`config.mk`:
```
export PLATFORM = sky130hd
export DESIGN_NAME = mandelbrot_escape_time_pixel
export DESIGN_NICKNAME = d
export VERILOG_FILES = /design/src/hw/rtl/mbet_pkg.sv /design/src/hw/rtl/mandelbrot_escape_time_pixel.sv /design/src/hw/rtl/mbet_mul.sv
export SDC_FILE = /design/constraint.sdc
export NUM_CORES = 2
export LEC_CHECK = 0
export BUFFER_PORTS_ARGS = -buffer_cell sky130_fd_sc_hd__buf_4
export CORE_UTILIZATION = 45
export CTS_BUF_LIST = sky130_fd_sc_hd__clkbuf_8
export DETAILED_ROUTE_END_ITERATION = 7
export PLACE_DENSITY_LB_ADDON = 0.05
export SLEW_MARGIN = 10
export SYNTH_ARGS = -nofsm -noshare
export SYNTH_HDL_FRONTEND = slang
export SYNTH_HIERARCHICAL = 1
export SYNTH_SLANG_ARGS = --single-unit
```
`constraint.sdc`:
```
create_clock -name clk_i -period 20.6 [get_ports clk_i]
set_input_delay 2.06 -clock clk_i [delete_from_list [all_inputs] [get_ports clk_i]]
set_output_delay 2.06 -clock clk_i [all_outputs]
set_load 0.05 [all_outputs]
```
`src/hw/rtl/mbet_pkg.sv`:
```
// Shared types, constants and palette for the escape-time pixel evaluator.
package mbet_pkg;

  localparam int unsigned WORD_W      = 64;
  localparam int unsigned CHUNK_W     = 32;
  localparam int unsigned COORD_W     = 11;
  localparam int unsigned ITER_W      = 16;
  localparam int unsigned COLOUR_W    = 8;
  localparam int unsigned SHADE_W     = 3;
  localparam int unsigned PALETTE_LEN = 5;
  localparam int unsigned APB_ADDR_W  = 3;
  localparam int unsigned APB_DATA_W  = 32;

  // Register indexes
  localparam logic [0:0] REG_MAX_ITER = 1'b0;

  localparam logic [ITER_W-1:0]  MAX_ITER_RST = 16'd256;
  localparam logic [SHADE_W-1:0] SHADE_LAST   = SHADE_W'(PALETTE_LEN - 1);

  // Palette shades
  localparam logic [SHADE_W-1:0] SHADE_PURPLE    = 3'd0;
  localparam logic [SHADE_W-1:0] SHADE_BLUE      = 3'd1;
  localparam logic [SHADE_W-1:0] SHADE_TURQUOISE = 3'd2;
  localparam logic [SHADE_W-1:0] SHADE_YELLOW    = 3'd3;
  localparam logic [SHADE_W-1:0] SHADE_WHITE     = 3'd4;

  typedef struct packed {
    logic [COORD_W-1:0] pixel_x;
    logic [COORD_W-1:0] pixel_y;
  } pixel_t;

  typedef struct packed {
    logic [ITER_W-1:0]   iterations;
    logic [COLOUR_W-1:0] red;
    logic [COLOUR_W-1:0] green;
    logic [COLOUR_W-1:0] blue;
  } result_t;

  typedef struct packed {
    logic [COLOUR_W-1:0] red;
    logic [COLOUR_W-1:0] green;
    logic [COLOUR_W-1:0] blue;
  } rgb_t;

  typedef struct packed {
    logic              start;
    logic              raw;
    logic [WORD_W-1:0] a;
    logic [WORD_W-1:0] b;
  } mul_req_t;

  typedef struct packed {
    logic              done;
    logic [WORD_W-1:0] res;
  } mul_rsp_t;

  function automatic rgb_t palette_rgb(input logic [SHADE_W-1:0] shade);
    rgb_t c;
    case (shade)
      SHADE_PURPLE:    c = '{red: 8'd160, green: 8'd32,  blue: 8'd240};
      SHADE_BLUE:      c = '{red: 8'd0,   green: 8'd0,   blue: 8'd255};
      SHADE_TURQUOISE: c = '{red: 8'd64,  green: 8'd224, blue: 8'd208};
      SHADE_YELLOW:    c = '{red: 8'd255, green: 8'd255, blue: 8'd0};
      SHADE_WHITE:     c = '{red: 8'd255, green: 8'd255, blue: 8'd255};
      default:         c = '0;
    endcase
    return c;
  endfunction

endpackage

```
`src/hw/rtl/mandelbrot_escape_time_pixel.sv`:
```
// Escape-time pixel evaluator: sequencer, configuration register and result output.
//
// One pixel is taken when start is high and busy is low; busy then stays high until the
// pixel is finished, and the result appears on result_o for exactly one cycle with done_o
// high (the receiver cannot stall it). All multiplications go through one shared
// multiplier that forms P partial products of 32x32 bits, P = 1 for FRACTION_BITS up to 31
// and 4 above. Mapping the pixel to the plane costs two products; each iteration costs a
// check state plus three products (re*re, im*im, re*im). A pixel stops at the check
// (limit reached or a coordinate at 2.0 or beyond) or when the |z|^2 test lets it escape,
// and the next pixel may be started in the cycle its result is shown. max_iterations is
// written over the APB port at byte address 0 and must only be changed while busy is low.
module mandelbrot_escape_time_pixel import mbet_pkg::*; #(
  parameter int unsigned SCREEN_WIDTH  = 1920,
  parameter int unsigned SCREEN_HEIGHT = 1080,
  parameter int unsigned FRACTION_BITS = 28
) (
  input  logic                  clk_i,
  input  logic                  rst_ni,
  input  logic                  start,
  output logic                  busy,
  input  pixel_t                pixel_i,
  output logic                  done_o,
  output result_t               result_o,
  input  logic                  psel,
  input  logic                  penable,
  input  logic                  pwrite,
  input  logic [APB_ADDR_W-1:0] paddr,
  input  logic [APB_DATA_W-1:0] pwdata,
  output logic [APB_DATA_W-1:0] prdata,
  output logic                  pready
);

  localparam logic [WORD_W-1:0] ONE     = WORD_W'(1) << FRACTION_BITS;
  localparam logic [WORD_W-1:0] TWO     = ONE << 1;
  localparam logic [WORD_W-1:0] FOUR    = ONE << 2;
  localparam logic [WORD_W-1:0] NEG_TWO = ~TWO + WORD_W'(1);
  localparam logic [WORD_W-1:0] STEP_X  =
    (FOUR + WORD_W'(SCREEN_WIDTH / 2)) / WORD_W'(SCREEN_WIDTH);
  localparam logic [WORD_W-1:0] STEP_Y  =
    (FOUR + WORD_W'(SCREEN_HEIGHT / 2)) / WORD_W'(SCREEN_HEIGHT);

  typedef enum logic [2:0] {S_IDLE, S_CRE, S_CIM, S_CHECK, S_RR, S_II, S_RI} state_e;

  state_e             state_q, state_d;
  logic [COORD_W-1:0] py_q, py_d;
  logic [ITER_W-1:0]  max_run_q, max_run_d;
  logic [WORD_W-1:0]  cre_q, cre_d, cim_q, cim_d;
  logic [WORD_W-1:0]  re_q, re_d, im_q, im_d;
  logic [WORD_W-1:0]  rr_q, rr_d, ii_q, ii_d;
  logic [ITER_W-1:0]  count_q, count_d;
  logic [SHADE_W-1:0] shade_q, shade_d;
  mul_req_t           mreq_q, mreq_d;
  logic               done_q, done_d;
  result_t            result_q, result_d;
  logic [ITER_W-1:0]  max_iter_q;

  mul_rsp_t           mrsp;
  logic               cfg_wr;
  logic [0:0]         reg_idx;
  logic               accept;
  logic               limit_hit;
  logic               out_of_range;
  logic [WORD_W-1:0]  mag_sum;
  rgb_t               shade_rgb;

  mbet_mul #(
    .FRACTION_BITS(FRACTION_BITS)
  ) u_mul (
    .clk_i (clk_i),
    .rst_ni(rst_ni),
    .req_i (mreq_q),
    .rsp_o (mrsp)
  );

  // Configuration register
  assign reg_idx = paddr[APB_ADDR_W-1:2];
  assign cfg_wr  = psel && penable && pwrite && pready;
  assign pready  = 1'b1;
  assign prdata  = (reg_idx == REG_MAX_ITER) ? {(APB_DATA_W-ITER_W)'(0), max_iter_q} : '0;

  always_ff @(posedge clk_i or negedge rst_ni) begin
    if (!rst_ni) begin
      max_iter_q <= MAX_ITER_RST;
    end else if (cfg_wr && reg_idx == REG_MAX_ITER) begin
      max_iter_q <= pwdata[ITER_W-1:0];
    end
  end

  // Loop conditions
  assign accept       = start && !busy;
  assign limit_hit    = (count_q >= max_run_q);
  assign out_of_range = ($signed(re_q) >= $signed(TWO)) || ($signed(re_q) <= $signed(NEG_TWO))
                     || ($signed(im_q) >= $signed(TWO)) || ($signed(im_q) <= $signed(NEG_TWO));
  assign mag_sum      = rr_q + mrsp.res;
  assign shade_rgb    = palette_rgb(shade_q);

  // Sequencer
  always_comb begin
    state_d   = state_q;
    py_d      = py_q;
    max_run_d = max_run_q;
    cre_d     = cre_q;
    cim_d     = cim_q;
    re_d      = re_q;
    im_d      = im_q;
    rr_d      = rr_q;
    ii_d      = ii_q;
    count_d   = count_q;
    shade_d   = shade_q;
    mreq_d    = mreq_q;
    mreq_d.start = 1'b0;
    done_d    = 1'b0;
    result_d  = result_q;
    unique case (state_q)
      S_IDLE: begin
        if (accept) begin
          py_d      = pixel_i.pixel_y;
          max_run_d = max_iter_q;
          count_d   = '0;
          shade_d   = SHADE_PURPLE;
          mreq_d    = '{start: 1'b1, raw: 1'b1,
                        a: WORD_W'(pixel_i.pixel_x), b: STEP_X};
          state_d   = S_CRE;
        end
      end
      S_CRE: begin
        if (mrsp.done) begin
          cre_d   = mrsp.res - TWO;
          mreq_d  = '{start: 1'b1, raw: 1'b1, a: WORD_W'(py_q), b: STEP_Y};
          state_d = S_CIM;
        end
      end
      S_CIM: begin
        if (mrsp.done) begin
          cim_d   = TWO - mrsp.res;
          re_d    = '0;
          im_d    = '0;
          state_d = S_CHECK;
        end
      end
      S_CHECK: begin
        // Stop at the limit (black) or on an obvious escape; else square re
        if (limit_hit || out_of_range) begin
          result_d.iterations = count_q;
          {result_d.red, result_d.green, result_d.blue} = limit_hit ? '0 : shade_rgb;
          done_d  = 1'b1;
          state_d = S_IDLE;
        end else begin
          mreq_d  = '{start: 1'b1, raw: 1'b0, a: re_q, b: re_q};
          state_d = S_RR;
        end
      end
      S_RR: begin
        if (mrsp.done) begin
          rr_d    = mrsp.res;
          mreq_d  = '{start: 1'b1, raw: 1'b0, a: im_q, b: im_q};
          state_d = S_II;
        end
      end
      S_II: begin
        // Escape test on |z|^2, else form the cross term
        if (mrsp.done) begin
          ii_d = mrsp.res;
          if ($signed(mag_sum) >= $signed(FOUR)) begin
            result_d.iterations = count_q;
            {result_d.red, result_d.green, result_d.blue} = shade_rgb;
            done_d  = 1'b1;
            state_d = S_IDLE;
          end else begin
            mreq_d  = '{start: 1'b1, raw: 1'b0, a: re_q, b: im_q};
            state_d = S_RI;
          end
        end
      end
      S_RI: begin
        // Advance z and the count
        if (mrsp.done) begin
          re_d    = rr_q - ii_q + cre_q;
          im_d    = {mrsp.res[WORD_W-2:0], 1'b0} + cim_q;
          count_d = count_q + ITER_W'(1);
          shade_d = (shade_q == SHADE_LAST) ? SHADE_PURPLE : shade_q + SHADE_W'(1);
          state_d = S_CHECK;
        end
      end
      default: state_d = S_IDLE;
    endcase
  end

  always_ff @(posedge clk_i or negedge rst_ni) begin
    if (!rst_ni) begin
      state_q   <= S_IDLE;
      py_q      <= '0;
      max_run_q <= MAX_ITER_RST;
      cre_q     <= '0;
      cim_q     <= '0;
      re_q      <= '0;
      im_q      <= '0;
      rr_q      <= '0;
      ii_q      <= '0;
      count_q   <= '0;
      shade_q   <= SHADE_PURPLE;
      mreq_q    <= '0;
      done_q    <= 1'b0;
      result_q  <= '0;
    end else begin
      state_q   <= state_d;
      py_q      <= py_d;
      max_run_q <= max_run_d;
      cre_q     <= cre_d;
      cim_q     <= cim_d;
      re_q      <= re_d;
      im_q      <= im_d;
      rr_q      <= rr_d;
      ii_q      <= ii_d;
      count_q   <= count_d;
      shade_q   <= shade_d;
      mreq_q    <= mreq_d;
      done_q    <= done_d;
      result_q  <= result_d;
    end
  end

  assign busy     = (state_q != S_IDLE);
  assign done_o   = done_q;
  assign result_o = result_q;

  // An accepted pixel keeps the block busy
  assert property (@(posedge clk_i) disable iff (!rst_ni)
    accept |=> busy)
    else $error("pixel accepted but block not busy");

  // A result beat is shown only once the block is free again
  assert property (@(posedge clk_i) disable iff (!rst_ni)
    done_o |-> !busy)
    else $error("result shown while still busy");

  // The count never passes the limit latched for this pixel
  assert property (@(posedge clk_i) disable iff (!rst_ni)
    busy |-> (count_q <= max_run_q))
    else $error("iteration count beyond limit");

  // Black exactly when the limit was reached
  assert property (@(posedge clk_i) disable iff (!rst_ni)
    done_o |-> ((result_o.iterations == max_run_q) ==
                (result_o.red == '0 && result_o.green == '0 && result_o.blue == '0)))
    else $error("colour does not match limit outcome");

endmodule

```
`src/hw/rtl/mbet_mul.sv`:
```
// Multi-cycle signed multiplier built from 32x32 partial products, fixed-point or raw.
module mbet_mul import mbet_pkg::*; #(
  parameter int unsigned FRACTION_BITS = 28
) (
  input  logic     clk_i,
  input  logic     rst_ni,
  input  mul_req_t req_i,
  output mul_rsp_t rsp_o
);

  // Operands never exceed 2.0 in magnitude, so FRACTION_BITS+1 magnitude bits
  localparam int unsigned MAG_W   = FRACTION_BITS + 1;
  localparam int unsigned N_CHUNK = (MAG_W + CHUNK_W - 1) / CHUNK_W;
  localparam int unsigned OPD_W   = N_CHUNK * CHUNK_W;
  localparam int unsigned ACC_W   = 2 * OPD_W;
  localparam int unsigned PROD_W  = 2 * MAG_W;
  localparam int unsigned IDX_W   = (N_CHUNK > 1) ? $clog2(N_CHUNK) : 1;
  localparam int unsigned WGT_W   = $clog2(2 * N_CHUNK);
  localparam logic [IDX_W-1:0] LAST_IDX = IDX_W'(N_CHUNK - 1);

  typedef enum logic [1:0] {M_IDLE, M_RUN, M_FIN} mstate_e;

  mstate_e              state_q, state_d;
  logic [OPD_W-1:0]     ma_q, ma_d, mb_q, mb_d;
  logic                 neg_q, neg_d, raw_q, raw_d;
  logic [IDX_W-1:0]     i_q, i_d, j_q, j_d;
  logic                 issue_q, issue_d;
  logic [2*CHUNK_W-1:0] pp_q, pp_d;
  logic                 ppv_q, ppv_d;
  logic [WGT_W-1:0]     ppw_q, ppw_d;
  logic [ACC_W-1:0]     acc_q, acc_d;
  logic [WORD_W-1:0]    res_q, res_d;
  logic                 done_q, done_d;

  logic [WORD_W-1:0]    abs_a, abs_b;
  logic [CHUNK_W-1:0]   chunk_a, chunk_b;
  logic [PROD_W-1:0]    prod;
  logic [PROD_W-1:0]    quot;
  logic                 rem_nz;
  logic [WORD_W-1:0]    quot_w;

  // Operand magnitudes and the current pair of digits
  assign abs_a   = req_i.a[WORD_W-1] ? (~req_i.a + WORD_W'(1)) : req_i.a;
  assign abs_b   = req_i.b[WORD_W-1] ? (~req_i.b + WORD_W'(1)) : req_i.b;
  assign chunk_a = ma_q[CHUNK_W*i_q +: CHUNK_W];
  assign chunk_b = mb_q[CHUNK_W*j_q +: CHUNK_W];

  // Floor shift of the signed product: negate magnitude, round toward minus infinity
  assign prod   = acc_q[PROD_W-1:0];
  assign quot   = raw_q ? prod : (prod >> FRACTION_BITS);
  assign rem_nz = !raw_q && (|prod[FRACTION_BITS-1:0]);
  assign quot_w = WORD_W'(quot);

  always_comb begin
    state_d = state_q;
    ma_d    = ma_q;
    mb_d    = mb_q;
    neg_d   = neg_q;
    raw_d   = raw_q;
    i_d     = i_q;
    j_d     = j_q;
    issue_d = issue_q;
    pp_d    = pp_q;
    ppv_d   = 1'b0;
    ppw_d   = ppw_q;
    acc_d   = acc_q;
    res_d   = res_q;
    done_d  = 1'b0;
    unique case (state_q)
      M_IDLE: begin
        if (req_i.start) begin
          ma_d    = OPD_W'(abs_a[MAG_W-1:0]);
          mb_d    = OPD_W'(abs_b[MAG_W-1:0]);
          neg_d   = req_i.a[WORD_W-1] ^ req_i.b[WORD_W-1];
          raw_d   = req_i.raw;
          i_d     = '0;
          j_d     = '0;
          issue_d = 1'b1;
          acc_d   = '0;
          state_d = M_RUN;
        end
      end
      M_RUN: begin
        // Issue one partial product per cycle
        if (issue_q) begin
          pp_d  = (2*CHUNK_W)'(chunk_a) * (2*CHUNK_W)'(chunk_b);
          ppv_d = 1'b1;
          ppw_d = WGT_W'(i_q) + WGT_W'(j_q);
          if (j_q == LAST_IDX) begin
            j_d = '0;
            if (i_q == LAST_IDX) begin
              i_d     = '0;
              issue_d = 1'b0;
            end else begin
              i_d = i_q + IDX_W'(1);
            end
          end else begin
            j_d = j_q + IDX_W'(1);
          end
        end
        // Accumulate the product registered last cycle
        if (ppv_q) begin
          acc_d = acc_q + (ACC_W'(pp_q) << (CHUNK_W * ppw_q));
        end
        if (!issue_q && ppv_q) begin
          state_d = M_FIN;
        end
      end
      M_FIN: begin
        res_d   = neg_q ? (~quot_w + WORD_W'(!rem_nz)) : quot_w;
        done_d  = 1'b1;
        state_d = M_IDLE;
      end
      default: state_d = M_IDLE;
    endcase
  end

  always_ff @(posedge clk_i or negedge rst_ni) begin
    if (!rst_ni) begin
      state_q <= M_IDLE;
      ma_q    <= '0;
      mb_q    <= '0;
      neg_q   <= 1'b0;
      raw_q   <= 1'b0;
      i_q     <= '0;
      j_q     <= '0;
      issue_q <= 1'b0;
      pp_q    <= '0;
      ppv_q   <= 1'b0;
      ppw_q   <= '0;
      acc_q   <= '0;
      res_q   <= '0;
      done_q  <= 1'b0;
    end else begin
      state_q <= state_d;
      ma_q    <= ma_d;
      mb_q    <= mb_d;
      neg_q   <= neg_d;
      raw_q   <= raw_d;
      i_q     <= i_d;
      j_q     <= j_d;
      issue_q <= issue_d;
      pp_q    <= pp_d;
      ppv_q   <= ppv_d;
      ppw_q   <= ppw_d;
      acc_q   <= acc_d;
      res_q   <= res_d;
      done_q  <= done_d;
    end
  end

  assign rsp_o.done = done_q;
  assign rsp_o.res  = res_q;

  // A new operation arrives only while the unit is free
  assert property (@(posedge clk_i) disable iff (!rst_ni)
    req_i.start |-> (state_q == M_IDLE))
    else $error("multiplier started while busy");

  // The run phase ends only once its last partial product has been accumulated
  assert property (@(posedge clk_i) disable iff (!rst_ni)
    (state_q == M_RUN && !issue_q) |-> ppv_q)
    else $error("multiplier run phase without pending partial product");

  // Completion is a single-cycle pulse
  assert property (@(posedge clk_i) disable iff (!rst_ni)
    rsp_o.done |=> !rsp_o.done)
    else $error("multiplier done held for more than one cycle");

endmodule

```
==> impl_metrics.csv <==
group,metric,value,unit
drt,routed-via-count,65500,
global_route,grt_pass1_wl,399,mm
status,violations,"DRC",
synth,postSynthCellCount,9363,
clock_network,cts_setup_buffers,0,
clock_network,cts.sinks,780,
clock_network,cts_buffers,145,
place,portBuffers,102,
sta,tightest_slew,1.25,ns
clock_network,cts_root_buf,"clkbuf_8",
drt,ant_nets,0,
die,io_pins,138,
clock_network,clk_pin_slew,0.06,ns
finish,final_util,0.486,
min_path,hold_path_class,"flop to flop",
clock_network,insertion_delay,0.88,ns
die,die_y,424,um
place,dpl.hpwl,196,mm
sta,fin_setup_tns,0,ns
finish,areaGrowthSynthToFinish,7.12,%
synth,mappedNetlistArea,80100,um2
setup_path,cp-start-kind,"flop",
global_route,grt.total_usage,0.285,
sta,fmaxAchievable,110,MHz
sta,grt_setup_unrepaired,"false",
drt,vias_per_cell,5.62,
synth,yosysWarningCount,6,
global_route,grt_pass1_vias,67100,
setup_path,endpoint_kind,"flop",
finish,nNetsFinal,10600,
min_path,holdPathStages,2,
sta,final_max_slew_viol_count,0,
sta,skew,0.0528,ns
setup_path,crit_required,21.39,ns
sta,setup_viol,0,
die,die_w,424,um
sta,min_period,9.13,ns
place,gp_congestion,0.955,
synth,avgSynthCellArea,8.56,um2
sta,post-route-period-util,0.443,
status,status,"finished, violations left",
finish,fill_cells,17400,
drt,drt-total-wl,253,mm
global_route,grt_max_degree,177,
clock_network,cts_tree,"yes",
global_route,antenna_found_initial,8,
sta,maxSlewHeadroom,0.164,
setup_path,critPathMaxFanout,30,
sta,holdWs,0.478,ns
drt,post_drt_wl_per_cell,21.7,um
global_route,overflow,0,
die,fp-row-count,154,
drt,first_pass_iters,8,
setup_path,path_class,"flop to flop",
drt,drt_iter0_drc,4359,
clock_network,clk_path_buf_depth,3,
drt,post-route-drc-count,2,
die,coreArea,176000,um2
sta,hold_viol_final,0,
clock_network,cts_htree_levels,4,
setup_path,r2r_cells,24,
die,initial_utilization,0.454,
finish,drive_gt1_frac,0.0638,
clock_network,holdBufCountCts,0,
die,die_area,180000,um2
flow_run,max_cap_violations,0,
setup_path,arrival,9.92,ns
clock_network,ctsResizeCount,0,
## metrics by stage
step | cells | setup slack [ns] | area [um2]
after global routing | 11600 | 10.97 | 85800
after global placement | 11400 | 11.51 | 82700
after floorplan | 9378 | 13.30 | 80200
after detailed placement | 11400 | 11.48 | 82700
final | 11700 | 11.47 | 85800
after CTS | 11600 | 11.42 | 85800
## worst max-delay path, cell delays in order (launching register included)
cell       delay [ns]
dfrtp_1          1.12
and2_1           0.28
fa_1             0.45
fa_1             0.49
fa_1             0.52
inv_1            0.05
fa_1             0.49
inv_1            0.06
fa_1             0.50
inv_1            0.06
fa_1             0.54
inv_1            0.05
fa_1             0.52
fa_1             0.43
ha_1             0.43
a21oi_1          0.17
o21bai_1         0.18
a21oi_1          0.09
o31ai_1          0.35
o2111ai_1        0.34
o21ai_0          0.67
a31oi_1          0.42
o21a_1           0.31
or4_1            0.41
nand3_1          0.08
## layout by cell type, fill, tap and decap left out, types with 33 or more instances in the layout
cell type and instances:
nand2_1 1515, inv_1 1218, fa_1 792, dfrtp_1 775, o21ai_0 738, ha_1 534
and2_1 470, a21oi_1 399, nor2_1 260, buf_4 248, xnor2_1 225, xor2_1 203
clkbuf_8 183, a21o_1 164, nor3_1 136, nand3_1 134, nand4_1 110, nor4_1 77
or3_1 66, o221ai_1 64, o21bai_1 59, nor2b_1 58, o31ai_1 52, and3_1 51
mux2i_1 51, o22ai_1 48, o21a_1 45, nand2b_1 43, a31oi_1 40, o211ai_1 37
a211oi_1 35, mux2_2 33
## flip-flops by register name, indices dropped and copies added (netlist names), 3 cells and up
name	flops
result_o	23
state_q	3
u_mul/ma_q	29
cre_q	64
mreq_q	62
u_mul/pp_q	58
shade_q	3
im_q	64
max_iter_q	16
re_q	64
u_mul/mb_q	29
rr_q	64
ii_q	64
cim_q	64
count_q	16
u_mul/acc_q	58
max_run_q	16
u_mul/res_q	64
py_q	11
## worst paths after layout
path | from | end | slack, ns
max | u_mul/mb_q[6] | u_mul/pp_q[53] | 11.47
min | u_mul/ma_q[26] | u_mul/ma_q[26] | 0.48
max reg2reg | u_mul/mb_q[6] | u_mul/pp_q[53] | 11.47
min reg2reg | u_mul/ma_q[26] | u_mul/ma_q[26] | 0.48
max in group asynchronous | rst_ni | cre_q[50] | 16.66
min in group asynchronous | rst_ni | max_run_q[0] | 1.15
## layer usage
layer | global-route usage | vias to the layer above | wire length, um | part of all wire
li1 | - | 30500 | - | -
met1 | 0.377 | 33000 | 111000 | 0.44
met2 | 0.491 | 1556 | 124000 | 0.49
met3 | 0.0276 | 356 | 10700 | 0.042
met4 | 0.0872 | 0 | 7750 | 0.031
met5 | 0 | - | 0 | 0
## area by class of cell
cell class	instances	area (um2)	share of cell area
clock inverter	76	603	0.00702
clock buffer	183	2520	0.0293
sequential	780	19500	0.227
tap	2340	2930	0.0341
multi-input combinational	6837	53900	0.628
inverter	1178	4420	0.0515
antenna	7	17.5	0.000204
timing repair buffer	252	1940	0.0226
Power is not shown: default switching activity piles up to over one toggle a cycle in this logic, so the estimate is an artifact.
